==> config.mk <==
export PLATFORM = sky130hd
export DESIGN_NAME = calendar_datetime_normalizer_unit
export DESIGN_NICKNAME = d
export VERILOG_FILES = /design/src/rtl/cdn_pkg.sv /design/src/rtl/calendar_datetime_normalizer_unit.sv
export SDC_FILE = /design/constraint.sdc
export NUM_CORES = 1
export LEC_CHECK = 0
export ABC_AREA = 1
export BUFFER_PORTS_ARGS = -buffer_cell sky130_fd_sc_hd__clkbuf_2
export CAP_MARGIN = 20
export CORE_UTILIZATION = 63
export DETAILED_ROUTE_END_ITERATION = 7
export HOLD_SLACK_MARGIN = 0.15
export PLACE_DENSITY_LB_ADDON = 0.08
export SLEW_MARGIN = 40
export SYNTH_ARGS = -nofsm -noshare
export SYNTH_HDL_FRONTEND = slang
export SYNTH_SLANG_ARGS = --single-unit
==> constraint.sdc <==
create_clock -name clk_i -period 6.26 [get_ports clk_i]
set_input_delay 0.939 -clock clk_i [delete_from_list [all_inputs] [get_ports clk_i]]
set_output_delay 0.939 -clock clk_i [all_outputs]
set_load 0.01 [all_outputs]
==> src/rtl/cdn_pkg.sv <==
// Package for the calendar date and time normalizer.
// Holds the field widths, time and calendar constants and the month-length function.
// It has no dependencies of its own.
package cdn_pkg;

  // Widths of the input fields.
  localparam int unsigned RawDayW    = 12;
  localparam int unsigned RawMonthW  = 4;
  localparam int unsigned RawYearW   = 14;
  localparam int unsigned RawTimeW   = 8;

  // Widths of the output fields.
  localparam int unsigned NormDayW   = 5;
  localparam int unsigned NormHourW  = 5;
  localparam int unsigned NormMinSecW = 6;

  // Width of the shared subtractor operands.
  localparam int unsigned AluW = 14;

  // Time and calendar constants.
  localparam logic [AluW-1:0] SecPerMin   = AluW'(60);
  localparam logic [AluW-1:0] HourPerDay  = AluW'(24);
  localparam logic [AluW-1:0] YearsPerEra = AluW'(400);
  localparam logic [8:0]      EraLast     = 9'd399;
  localparam logic [8:0]      Century1    = 9'd100;
  localparam logic [8:0]      Century2    = 9'd200;
  localparam logic [8:0]      Century3    = 9'd300;
  localparam logic [RawMonthW-1:0] MonthFirst = 4'd1;
  localparam logic [RawMonthW-1:0] MonthLast  = 4'd12;
  localparam logic [RawMonthW-1:0] MonthFeb   = 4'd2;

  // Shift of the largest multiple of 400 tried when reducing the year.
  localparam logic [2:0] EraShiftMax = 3'd5;

  // Days in a month; an invalid month number has length zero.
  function automatic logic [4:0] month_length(input logic [RawMonthW-1:0] mon,
                                              input logic leap);
    logic [4:0] len;
    len = 5'd0;
    case (mon) inside
      4'd1, 4'd3, 4'd5, 4'd7, 4'd8, 4'd10, 4'd12: len = 5'd31;
      4'd4, 4'd6, 4'd9, 4'd11:                    len = 5'd30;
      MonthFeb:                                   len = leap ? 5'd29 : 5'd28;
      default:                                    len = 5'd0;
    endcase
    return len;
  endfunction

endpackage

==> src/rtl/calendar_datetime_normalizer_unit.sv <==
// Top level of the calendar date and time normalizer.
// Uses cdn_pkg for widths, constants and the month-length function.
// One shared subtractor under a small sequencer does all of the subtractions.

// Normalizes one date and time per transfer. Seconds, minutes and hours are
// reduced by repeated subtraction of 60, 60 and 24, each step carrying one into
// the next field, and each stage is left on the first subtraction that would
// borrow. The year is then reduced modulo 400 by a six-step restoring division
// for the leap rule, and the days are used up one month per cycle until they
// fit in the current month. The result then waits in the done state until the
// output register is free, and is loaded there. The single subtractor is used
// once per cycle. The input side takes no new transfer until the current
// result has been loaded into the output register, so one item is in work
// at a time.
module calendar_datetime_normalizer_unit (
  input  logic        clk_i,
  input  logic        rst_ni,
  // Input stream. tdata, from bit 0 up: raw_day[11:0], raw_month[15:12],
  // raw_year[29:16], raw_hour[37:30], raw_minute[45:38], raw_second[53:46], zeros.
  input  logic        s_axis_tvalid,
  output logic        s_axis_tready,
  input  logic [55:0] s_axis_tdata,
  // Output stream. tdata, from bit 0 up: norm_day[4:0], norm_month[8:5],
  // norm_year[22:9], norm_hour[27:23], norm_minute[33:28], norm_second[39:34].
  output logic        m_axis_tvalid,
  input  logic        m_axis_tready,
  output logic [39:0] m_axis_tdata
);

  // Sequencer states.
  localparam logic [2:0] StIdle = 3'd0;
  localparam logic [2:0] StSec  = 3'd1;
  localparam logic [2:0] StMin  = 3'd2;
  localparam logic [2:0] StHour = 3'd3;
  localparam logic [2:0] StYmod = 3'd4;
  localparam logic [2:0] StMon  = 3'd5;
  localparam logic [2:0] StDone = 3'd6;

  logic [2:0]  state_q, state_d;
  logic [2:0]  shift_q;
  logic [12:0] day_q;
  logic [3:0]  mon_q;
  logic [14:0] year_q;
  logic [13:0] rem_q;
  logic [8:0]  hour_q;
  logic [8:0]  min_q;
  logic [7:0]  sec_q;
  logic        out_valid_q;
  logic [39:0] out_data_q;

  logic [cdn_pkg::AluW-1:0] alu_a, alu_b;
  logic [cdn_pkg::AluW:0]   alu_diff;
  logic                     alu_ge;
  logic                     leap;
  logic [4:0]               mon_len;
  logic                     in_xfer;
  logic                     out_free;
  logic                     load_out;

  assign in_xfer  = s_axis_tvalid && s_axis_tready;
  assign out_free = !out_valid_q || m_axis_tready;
  assign load_out = (state_q == StDone) && out_free;

  assign s_axis_tready = (state_q == StIdle);
  assign m_axis_tvalid = out_valid_q;
  assign m_axis_tdata  = out_data_q;

  // Leap year from the low year bits and the year modulo 400.
  assign leap = (year_q[1:0] == 2'b00) &&
                !((rem_q[8:0] == cdn_pkg::Century1) || (rem_q[8:0] == cdn_pkg::Century2) ||
                  (rem_q[8:0] == cdn_pkg::Century3));
  assign mon_len = cdn_pkg::month_length(mon_q, leap);

  // Operand selection for the shared subtractor.
  always_comb begin
    alu_a = '0;
    alu_b = '0;
    case (state_q)
      StSec: begin
        alu_a = cdn_pkg::AluW'(sec_q);
        alu_b = cdn_pkg::SecPerMin;
      end
      StMin: begin
        alu_a = cdn_pkg::AluW'(min_q);
        alu_b = cdn_pkg::SecPerMin;
      end
      StHour: begin
        alu_a = cdn_pkg::AluW'(hour_q);
        alu_b = cdn_pkg::HourPerDay;
      end
      StYmod: begin
        alu_a = rem_q;
        alu_b = cdn_pkg::YearsPerEra << shift_q;
      end
      StMon: begin
        alu_a = cdn_pkg::AluW'(day_q);
        alu_b = cdn_pkg::AluW'(mon_len);
      end
      default: begin
        alu_a = '0;
        alu_b = '0;
      end
    endcase
  end

  // The shared subtractor and its no-borrow flag.
  assign alu_diff = {1'b0, alu_a} - {1'b0, alu_b};
  assign alu_ge   = !alu_diff[cdn_pkg::AluW];

  // Next-state logic of the sequencer.
  always_comb begin
    state_d = state_q;
    case (state_q)
      StIdle: if (in_xfer) state_d = StSec;
      StSec:  if (!alu_ge) state_d = StMin;
      StMin:  if (!alu_ge) state_d = StHour;
      StHour: if (!alu_ge) state_d = StYmod;
      StYmod: if (shift_q == 3'd0) state_d = StMon;
      StMon: begin
        // Stop once the remaining days fit in the current month.
        if (!alu_ge || (alu_diff == '0)) state_d = StDone;
      end
      StDone: if (out_free) state_d = StIdle;
      default: state_d = StIdle;
    endcase
  end

  // Control registers.
  always_ff @(posedge clk_i or negedge rst_ni) begin
    if (!rst_ni) begin
      state_q     <= StIdle;
      out_valid_q <= 1'b0;
    end else begin
      state_q <= state_d;
      if (load_out) begin
        out_valid_q <= 1'b1;
      end else if (m_axis_tready) begin
        out_valid_q <= 1'b0;
      end
    end
  end

  // Datapath registers: each state updates the fields it works on.
  always_ff @(posedge clk_i) begin
    case (state_q)
      StIdle: begin
        if (in_xfer) begin
          day_q   <= {1'b0, s_axis_tdata[11:0]};
          mon_q   <= s_axis_tdata[15:12];
          year_q  <= {1'b0, s_axis_tdata[29:16]};
          rem_q   <= s_axis_tdata[29:16];
          hour_q  <= {1'b0, s_axis_tdata[37:30]};
          min_q   <= {1'b0, s_axis_tdata[45:38]};
          sec_q   <= s_axis_tdata[53:46];
          shift_q <= cdn_pkg::EraShiftMax;
        end
      end
      StSec: begin
        if (alu_ge) begin
          sec_q <= alu_diff[7:0];
          min_q <= min_q + 9'd1;
        end
      end
      StMin: begin
        if (alu_ge) begin
          min_q  <= alu_diff[8:0];
          hour_q <= hour_q + 9'd1;
        end
      end
      StHour: begin
        if (alu_ge) begin
          hour_q <= alu_diff[8:0];
          day_q  <= day_q + 13'd1;
        end
      end
      StYmod: begin
        // Restoring division by 400, largest multiple first.
        if (alu_ge) rem_q <= alu_diff[cdn_pkg::AluW-1:0];
        if (shift_q != 3'd0) shift_q <= shift_q - 3'd1;
      end
      StMon: begin
        // Use up one month of days and step to the next month.
        if (alu_ge && (alu_diff != '0)) begin
          day_q <= alu_diff[12:0];
          if (mon_q >= cdn_pkg::MonthLast) begin
            mon_q  <= cdn_pkg::MonthFirst;
            year_q <= year_q + 15'd1;
            rem_q  <= (rem_q[8:0] == cdn_pkg::EraLast) ? '0 : rem_q + 14'd1;
          end else begin
            mon_q <= mon_q + 4'd1;
          end
        end
      end
      default: begin
      end
    endcase
  end

  // Output register, loaded once the result is complete.
  always_ff @(posedge clk_i) begin
    if (load_out) begin
      out_data_q <= {sec_q[5:0], min_q[5:0], hour_q[4:0], year_q[13:0], mon_q, day_q[4:0]};
    end
  end

`ifndef SYNTHESIS
  // Time fields are reduced before any result is shown.
  assert property (@(posedge clk_i) disable iff (!rst_ni)
    m_axis_tvalid |-> (m_axis_tdata[27:23] < 5'd24) && (m_axis_tdata[33:28] < 6'd60) &&
                      (m_axis_tdata[39:34] < 6'd60))
    else $error("output time fields out of range");

  // The year remainder stays below 400 while months are stepped.
  assert property (@(posedge clk_i) disable iff (!rst_ni)
    (state_q == StMon) |-> (rem_q < 14'd400))
    else $error("year remainder out of range");

  // A finished result has a day of at most 31.
  assert property (@(posedge clk_i) disable iff (!rst_ni)
    (state_q == StDone) |-> (day_q <= 13'd31))
    else $error("day not reduced to month length");
`endif

endmodule
Word level (Yosys, flattened, before mapping)
Cells that the tools add are included.

Register bits: 119. Bits of input ports: 60. Output and inout port bits: 42. Word-level logic and storage cells: 141.

Add/subtract/negate cells: 8. Order comparisons: 1. Equality and inequality tests: 36. Shifts and indexed selects: 1. Mux-type cells: 47. Reductions and logical operators: 37.

Operators by type and width (count): 14-bit 2-to-1 mux (5); 14-bit case mux with 5 select lines (1); 14-bit case mux with 4 select lines (1); 9-bit case mux with 3 select lines (2); 15-bit 2-to-1 mux (3); 9-bit 2-to-1 mux (5); 14-bit case mux with 3 select lines (1); 13-bit 2-to-1 mux (3); 13-bit case mux with 3 select lines (1); 15-bit case mux with 2 select lines (1); 3-bit 2-to-1 mux (9); 2-bit inequality test (second input constant) (13); 3-bit case mux with 7 select lines (1); 4-bit equality test (second input constant) (5); 9-bit by 1-bit adder with 9-bit output (second input constant) (2); 9-bit equality test (second input constant) (2); 4-bit by 3-bit equality test with 1-bit output (second input constant) (4); 8-bit 2-to-1 mux (2); 8-bit case mux with 2 select lines (1); 4-bit AND reduction (4); 15-bit by 1-bit adder with 15-bit output (second input constant) (1); 15-bit logical NOT (1); 5-bit 2-to-1 mux (3); 15-bit nonzero test (1); 32 further kinds (58).

Longest topological paths before layout
Gate-level depths: netlist of the first run.

Depth after elaboration: 15. Depth in mapped cells: 26. Mapped depth without buffers: 26.

Least setup slack after synthesis of the first run
Ideal clock, no wire load.

Kind: flip-flop to flip-flop. From: reg state_q[0]. To: reg rem_q[0] (enable). Setup time: 0.384 ns. Arrival time: 3.430 ns. Data required time: 5.876 ns. Slack: 2.446 ns. Cell stages (with the launch flop): 23. Path buffers: 2. Clock period less this slack: 3.814 ns. Path through: dfrtp_1 > inv_1 > nor2_1 > inv_2 > nor2_8 > inv_2 > buf_2 > buf_4 > o22ai_1 > a211oi_1 > ha_1 > fa_1 > xnor2_1 > nor2_1 > nand3_1 > nor2_1 > nand3_1 > nor2_1 > nand2_1 > nand2_1 > nand2_1 > nand2_1 > nor2_1.

Longest elaborated chain between the ends: 8. Elaborated cells between the ends (all ways): 20. Classes of those cells: add/sub: 1; eq/ne: 9; mux: 2; reduce/logical: 8.

Ends and longest elaborated chain: from (decl) (RTL line calendar_datetime_normalizer_unit.sv:39) `logic [2:0] state_q, state_d;`; from (signal assigned) (RTL line calendar_datetime_normalizer_unit.sv:131) `state_q <= StIdle;`; from (signal assigned) (RTL line calendar_datetime_normalizer_unit.sv:134) `state_q <= state_d;`; 3-bit by 2-bit equality test with 1-bit output / 3-bit by 1-bit equality test with 1-bit output (equally long branches) (RTL line calendar_datetime_normalizer_unit.sv:78) `case (state_q)`; 2-bit OR reduction (no line); 14-bit case mux with 4 select lines (RTL line calendar_datetime_normalizer_unit.sv:78); 14-bit by 14-bit subtractor with 15-bit output (RTL line calendar_datetime_normalizer_unit.sv:107) `assign alu_diff = {1'b0, alu_a} - {1'b0, alu_b};`; 15-bit nonzero test / 1-bit logical NOT (equally long branches) (RTL line calendar_datetime_normalizer_unit.sv:183, calendar_datetime_normalizer_unit.sv:108); 1-bit logical AND (RTL line calendar_datetime_normalizer_unit.sv:183) `if (alu_ge && (alu_diff != '0)) begin`; 2-bit inequality test (no line); 5-bit AND reduction (no line) (*); to (signal assigned) (RTL line calendar_datetime_normalizer_unit.sv:151) `rem_q <= s_axis_tdata[29:16];`; to (signal assigned) (RTL line calendar_datetime_normalizer_unit.sv:178) `if (alu_ge) rem_q <= alu_diff[cdn_pkg::AluW-1:0];`; to (signal assigned) (RTL line calendar_datetime_normalizer_unit.sv:188) `rem_q <= (rem_q[8:0] == cdn_pkg::EraLast) ? '0 : rem_q + 14'd1;`; to (decl) (RTL line calendar_datetime_normalizer_unit.sv:44) `logic [13:0] rem_q;`.

Mark *: on every way between the ends. The rest lies on a longest branch, timed or not. A chain may end at the register's enable or synchronous reset.

Worst setup path in the final report of the first run
From: reg state_q[1]. To: reg day_q[2] (enable).

Longest elaborated chain between the ends: 8. Elaborated cells between the ends (all ways): 19. Classes of those cells: add/sub: 1; eq/ne: 8; mux: 2; reduce/logical: 8.

Ends and longest elaborated chain: 3-bit by 2-bit equality test with 1-bit output / 3-bit by 1-bit equality test with 1-bit output (equally long branches) (RTL line calendar_datetime_normalizer_unit.sv:78); 2-bit OR reduction (no line); 14-bit case mux with 4 select lines (RTL line calendar_datetime_normalizer_unit.sv:78); 14-bit by 14-bit subtractor with 15-bit output (RTL line calendar_datetime_normalizer_unit.sv:107); 15-bit nonzero test / 1-bit logical NOT (equally long branches) (RTL line calendar_datetime_normalizer_unit.sv:183, calendar_datetime_normalizer_unit.sv:108); 1-bit logical AND (RTL line calendar_datetime_normalizer_unit.sv:183); 2-bit inequality test (no line); 4-bit AND reduction (no line) (*); to (signal assigned) (RTL line calendar_datetime_normalizer_unit.sv:148) `day_q <= {1'b0, s_axis_tdata[11:0]};`; to (signal assigned) (RTL line calendar_datetime_normalizer_unit.sv:173) `day_q <= day_q + 13'd1;`; to (signal assigned) (RTL line calendar_datetime_normalizer_unit.sv:184) `day_q <= alu_diff[12:0];`; to (decl) (RTL line calendar_datetime_normalizer_unit.sv:41) `logic [12:0] day_q;`.

Marks and branches as above.

==> summary.md, run 1 <==
| Metric | Value |
|---|---|
| Synth top cells by count | `nand2_1 (236), inv_1 (126), edfxtp_1 (114)` |
| Startpoint types | `flip-flop` |
| Synthesized flop and latch total | `118` |
| EDFF count, synth | `114` |
| Clk root buf | `clkbuf_16` |
| Drt via density | `5.906` |
| Async set-or-reset flop fraction in the synthesized netlist | `between 3 and 4%` |
| Sequential-to-total area share from yosys stat | `47.14%` |
| Setup violations, final | `0` |
| FF+latch area | `3523 um2` |
| FP Rows | `39` |
| Filler Cell Count | `849` |
| Worst Path Max Fanout | `16` |
| Clock sink count | `118` |
| Total track usage | `33.76%` |
| Syn_area_per_cell | `8.399 um2` |
| Remaining Overflow, GRT | `0` |
| Starting Density | `65.18%` |
| First-pass GRT wire length | `roughly 32 mm` |
| CTS tree | `done` |
| Port Buffers | `99` |
| Synth cell types | `54` |
| Area of the die | `approximately 12000 um2` |
| Post-layout nets | `1086` |
| Detailed router's first-iteration violation count | `676` |
| Final setup margin | `1.280 ns` |
| Crit path DAT | `roughly 5.0 ns` |
| Crit share post-route | `between 70% and 80%` |
| Initial DRT Pass Iterations | `6` |
| Max Clk Rate | `200.8 MHz` |
| Post-Syn Nets | `981` |
| Largest net degree at the start of global routing | `32` |
| P&R area growth vs syn | `15.75%` |
| Vias in the first global route | `6334` |
| Worst-margin pin slew | `0.8482 ns` |
| Residual DRC count | `0` |
| Yosys warnings | `0` |
| Setup Crit Path Kind | `flip-flop to flip-flop` |
| Slew Viols, Final | `0` |
| DIE WIDTH | `110.9 um` |
| Share of cells above drive strength 1 | `16.78%` |
| Number of H-tree levels | `4` |
| Setup bufs post-CTS | `0` |
| CORE AREA | `11470 um2` |
| Post-route clock skew | `0.005800 ns` |
| Worst-path clk slew | `about 0.050 ns` |
| Top layer in use | `met4` |
| RSZ-0062 raised after global routing | `false` |
| Hold crit path type | `input pin to asynchronous set/reset pin` |
| Area contributors post-synth | `edfxtp_1 (46%), nand2_1 (12%), inv_1 (6.3%)` |
| Cells after Synth | `890` |
| WL met1 | `8.292 mm` |
| Hold buffer count at cts | `0` |
| Most numerous cell in the Yosys netlist | `nand2_1` |
| Crit path required time | `between 6 and 7 ns` |
| Fin Setup TNS | `0 ns` |
| Final min period | `between 4 and 5 ns` |
| WL/cell | `17.48 um` |
| Area of the multi-input gates | `approximately 3400 um2` |
| Detailed placer's ending HPWL | `14.37 mm` |
| Routed Antenna Nets | `0` |
| Yosys top cell area share | `45.80%` |
| Total I/O pin count | `between 100 and 150` |
| Post-synth top area cell | `edfxtp_1` |
| Die height | `between 100 and 150 um` |
| Post-CTS Resized | `0` |
| Routed wl met3 | `2.151 mm` |
| Status | `complete, no violations` |
| GP Congestion | `0.9384` |
| Pre-CTS WS | `1.500 ns` |
| Clk buf depth | `2` |
| Met2 WL | `8.894 mm` |
| Crit. End Element | `flip-flop` |
| Drt total wl | `20.11 mm` |
| Worst slew margin | `43.45%` |
| Final hold violations | `0` |
| CTS Buf Count | `17` |
| Worst skew pair latency | `0.43 ns` |
| Synth Flop Type | `edfxtp_1` |
| Synth Cell Area | `7475 um2` |
| Initial antenna violation count | `0` |
| # diodes | `0` |
| Number of max-cap violations | `0` |
| Total number of vias | `6792` |
## placed cells by master, fill, tap and decap left out, types with 11 or more instances in the layout
master	synthesis	final
a21oi_1	23	22
o21ai_0	50	50
o22ai_1	16	16
ha_1	30	30
nor2_1	70	67
o221ai_1	16	16
clkbuf_16	0	17
o211ai_1	29	29
nand4_1	11	11
nand2_1	236	236
edfxtp_1	114	114
nor3_1	12	12
clkbuf_2	0	99
nand3_1	55	55
inv_1	126	126
## area by class of cell
cell class / instances / share of cell area, %
Sequential cell: 118 / 40.72
Timing Repair Buffer: 107 / 6.421
Tap cell: 143 / 2.068
Clock inverter: 11 / 0.9978
Clock buffer: 20 / 5.047
Multi-Input combinational cell: 616 / 38.89
Inverter: 135 / 5.857
## cell families after synthesis
kind of cell	synth area share, %
buffers and inverters	8.068
adders and majority gates	5.290
DFF	47.14
and+or+nand+nor	24.15
AOI/OAI and AO/OA	14.41
xor gates and xnor gates	0.9373
## path summary, 6_finish.rpt
kind                                        start                    endpoint  slack, ns  cells past startpoint
min                                        rst_ni   m_axis_tvalid$_DFFE_PN0P_       0.33                      1
max                        state_q[1]$_DFFE_PN0P_          day_q[2]$_DFFE_PP_       1.28                     21
min in group clk_i           year_q[10]$_DFFE_PP_  m_axis_tdata[19]$_DFFE_PP_       0.45                      0
min reg2reg                  year_q[10]$_DFFE_PP_  m_axis_tdata[19]$_DFFE_PP_       0.45                      0
max reg2reg                state_q[1]$_DFFE_PN0P_          day_q[2]$_DFFE_PP_       1.28                     21
max in group asynchronous                  rst_ni      state_q[2]$_DFFE_PN0P_       5.79                      1
## critical path, stage by stage, from the launching register on
cell and delay [ns]:
dfrtp_1 0.42, inv_1 0.08, nor2_1 0.12, inv_1 0.08
nor2_2 0.54, inv_1 0.48, o22ai_1 0.32, a211oi_1 0.07
ha_1 0.28, fa_1 0.41, inv_1 0.12, nand3_1 0.10
nand3b_1 0.11, nand2_1 0.29, nand3_1 0.17, nor2_1 0.07
nand3_1 0.08, nor2_1 0.05, nand2_1 0.12, nand2_1 0.06
nand2_1 0.07, and2_1 0.59
## registers in the layout, summed over array words and instances, names as in the netlist
signal,cells
day_q,13
m_axis_tvalid,1
sec_q,8
state_q,3
rem_q,14
shift_q,3
m_axis_tdata,40
year_q,14
hour_q,9
min_q,9
mon_q,4
## metal layers
layer / global-route usage, % / vias to the layer above
li1: - / 3283
met1: 44.91 / 3026
met2: 51.72 / 411
met3: 8.365 / 72
met4: 16.71 / 0
met5: 0 / -
## stage by stage
stage	cells	hold slack, ns	area [um2]	utilization (%)
after floorplan	890	0.4264	7475	-
after global placement	1119	0.4332	8120	70.81
after detailed placement	1119	0.4346	8127	70.87
after CTS	1150	0.3236	8650	75.43
after global routing	1150	0.3243	8652	75.45
final	1150	0.3260	8652	75.45
Power of run 1 is left out: the tool's default activity adds up to more than one toggle a clock period on the data nets, which glitch-free logic cannot reach.
==> inputs of run 2 (changes only) <==
Settings changed: CORE_UTILIZATION 63 to 59.
Clock period 6.26 ns to 4.75 ns, I/O delays scaled along.
==> run 2 against run 1 <==
Highest routed layer unchanged. Critical path depth fell by 1. Critical endpoint is now day_q[1]$_DFFE_PP_. Routed wire length fell by 0.48%. First-iteration DRC count is 0.44% higher.
==> summary.md, run 2 (synthesis results as in run 1) <==
| Metric | Value |
|---|---|
| Hold Slack | `approximately 0.45 ns` |
| Worst-path clk slew | `0.05 ns` |
| Reg2Reg Capture Point | `day_q[1]$_DFFE_PP_` |
| Initial DRT Pass Iterations | `5` |
| Crit path required time | `4.80 ns` |
| Starting Density | `61.46%` |
| First-pass GRT wire length | `about 32 mm` |
| CORE AREA | `between 10000 and 15000 um2` |
| Detailed router's first-iteration violation count | `679` |
| Startpoint types | `flip-flop` |
| Hold crit path type | `flip-flop to flip-flop` |
| # diodes | `0` |
| CTS Buf Count | `17` |
| CTS tree | `done` |
| Clk root buf | `clkbuf_16` |
| Die height | `~110 um` |
| Routed Antenna Nets | `0` |
| Post-route clock skew | `0.007295 ns` |
| Port Buffers | `99` |
| GP Congestion | `between 0.9 and 1` |
| Worst slew margin | `49.06%` |
| Number of max-cap violations | `0` |
| Reg2reg setup slack | `0.43 ns` |
| FP Rows | `40` |
| Filler Cell Count | `984` |
| Max Clk Rate | `231.4 MHz` |
| Residual DRC count | `0` |
| Post-layout nets | `1100` |
| Largest net degree at the start of global routing | `41` |
| Detailed placer's ending HPWL | `between 10 and 15 mm` |
| Final min period | `4.322 ns` |
| Flip-flop count of the largest register after layout | `40` |
| Total track usage | `about a third` |
| P&R area growth vs syn | `17.59%` |
| Reg2Reg Depth | `20` |
| Worst skew pair latency | `0.42 ns` |
| Setup violations, final | `0` |
| Remaining Overflow, GRT | `0` |
| Drt total wl | `roughly 20 mm` |
| Setup bufs post-CTS | `0` |
| Vias in the first global route | `6335` |
| Worst Path Max Fanout | `13` |
| DIE WIDTH | `114.6 um` |
| Initial antenna violation count | `0` |
| Number of H-tree levels | `4` |
| Crit path DAT | `4.37 ns` |
| Crit path to | `day_q[1]$_DFFE_PP_` |
| Drt via density | `5.781` |
| Slew Viols, Final | `0` |
| Status | `complete, no violations` |
| Clock sink count | `118` |
| Area of the die | `around 13000 um2` |
| WL/cell | `16.81 um` |
| Fin Setup TNS | `0 ns` |
| Worst-margin pin slew | `0.7561 ns` |
| RSZ-0062 raised after global routing | `false` |
| Clk buf depth | `2` |
| Crit. End Element | `flip-flop` |
| Commonest non-fill, non-tap cell in the layout | `nand2_1` |
| Total number of vias | `6879` |
| Final hold violations | `0` |
| Setup Crit Path Kind | `flip-flop to flip-flop` |
| Total I/O pin count | `102` |
| Final Util | `72.27%` |
| Crit. Startpoint | `state_q[2]$_DFFE_PN0P_` |
| Most frequent cells in the layout | `nand2_1 (236), inv_1 (126), edfxtp_1 (114)` |
| Share of cells above drive strength 1 | `17.71%` |
| Crit Reg-Reg Startpoint | `state_q[2]$_DFFE_PN0P_` |
| Crit share post-route | `between 90% and 100%` |
[run 2: area by class of cell]
type / count / area [um2] / share of cell area (%)
inverters: 135 / 506.7 / 5.765
multi-input cells: 616 / 3361 / 38.23
repair buffers: 121 / 663.1 / 7.544
well taps: 168 / 210.2 / 2.391
clock inverters: 11 / 85.08 / 0.9680
flip-flops and latches: 118 / 3523 / 40.09
clock buffers: 21 / 440.4 / 5.011
[run 2: worst max-delay path: stages (launching register included)]
cell	delay, ns
dfrtp_1	0.55
inv_1	0.19
nor2_1	0.18
inv_1	0.11
buf_4	0.20
o22ai_1	0.26
a221oi_1	0.08
and2_1	0.19
fa_1	0.47
inv_1	0.15
nand3_1	0.11
nand2_1	0.13
nand3_1	0.11
nand4_1	0.09
nand2_1	0.14
nand2_1	0.10
nor2_1	0.04
nand2_1	0.12
nand2_1	0.06
nand2_1	0.07
and2_1	0.60
[run 2: worst min-delay path by stage]
stage	from	to	slack, ns	cells after the start
2_1_floorplan	rst_ni	m_axis_tvalid$_DFFE_PN0P_	0.42	0
3_3_place_gp	hour_q[3]$_DFFE_PP_	m_axis_tdata[26]$_DFFE_PP_	0.44	0
3_5_place_dp	year_q[10]$_DFFE_PP_	m_axis_tdata[19]$_DFFE_PP_	0.44	0
4_1_cts	year_q[10]$_DFFE_PP_	m_axis_tdata[19]$_DFFE_PP_	0.45	0
5_1_grt	year_q[10]$_DFFE_PP_	m_axis_tdata[19]$_DFFE_PP_	0.46	0
6_report	year_q[10]$_DFFE_PP_	m_axis_tdata[19]$_DFFE_PP_	0.45	0
[run 2: metal layers]
metal | vias to the layer above | track usage, % | share of wire, %
met5 | - | 0 | 0
met4 | 0 | 15.67 | 3.3
met3 | 57 | 6.247 | 9.4
met2 | 389 | 49.17 | 44
met1 | 3127 | 45.71 | 43
li1 | 3306 | - | -
[run 2: what timing repair did]
| action | CTS | global route |
|---|---|---|
| endpoints found under the hold margin | 4 | 0 |
| endpoints found under the setup margin | 0 | 0 |
| gates resized for setup | 0 | 0 |
| hold buffers | 1 | 0 |
[run 2: metrics by stage]
stage                     cell area, um2  setup slack (ns)  std cells
after detailed placement            8254            0.6071       1157
final                               8790            0.4282       1190
after global routing                8790            0.2073       1190
after global placement              8249            0.6475       1157
after CTS                           8790            0.5586       1190
after floorplan                     7475            0.9361        890
Power of run 2 is left out for the same reason.
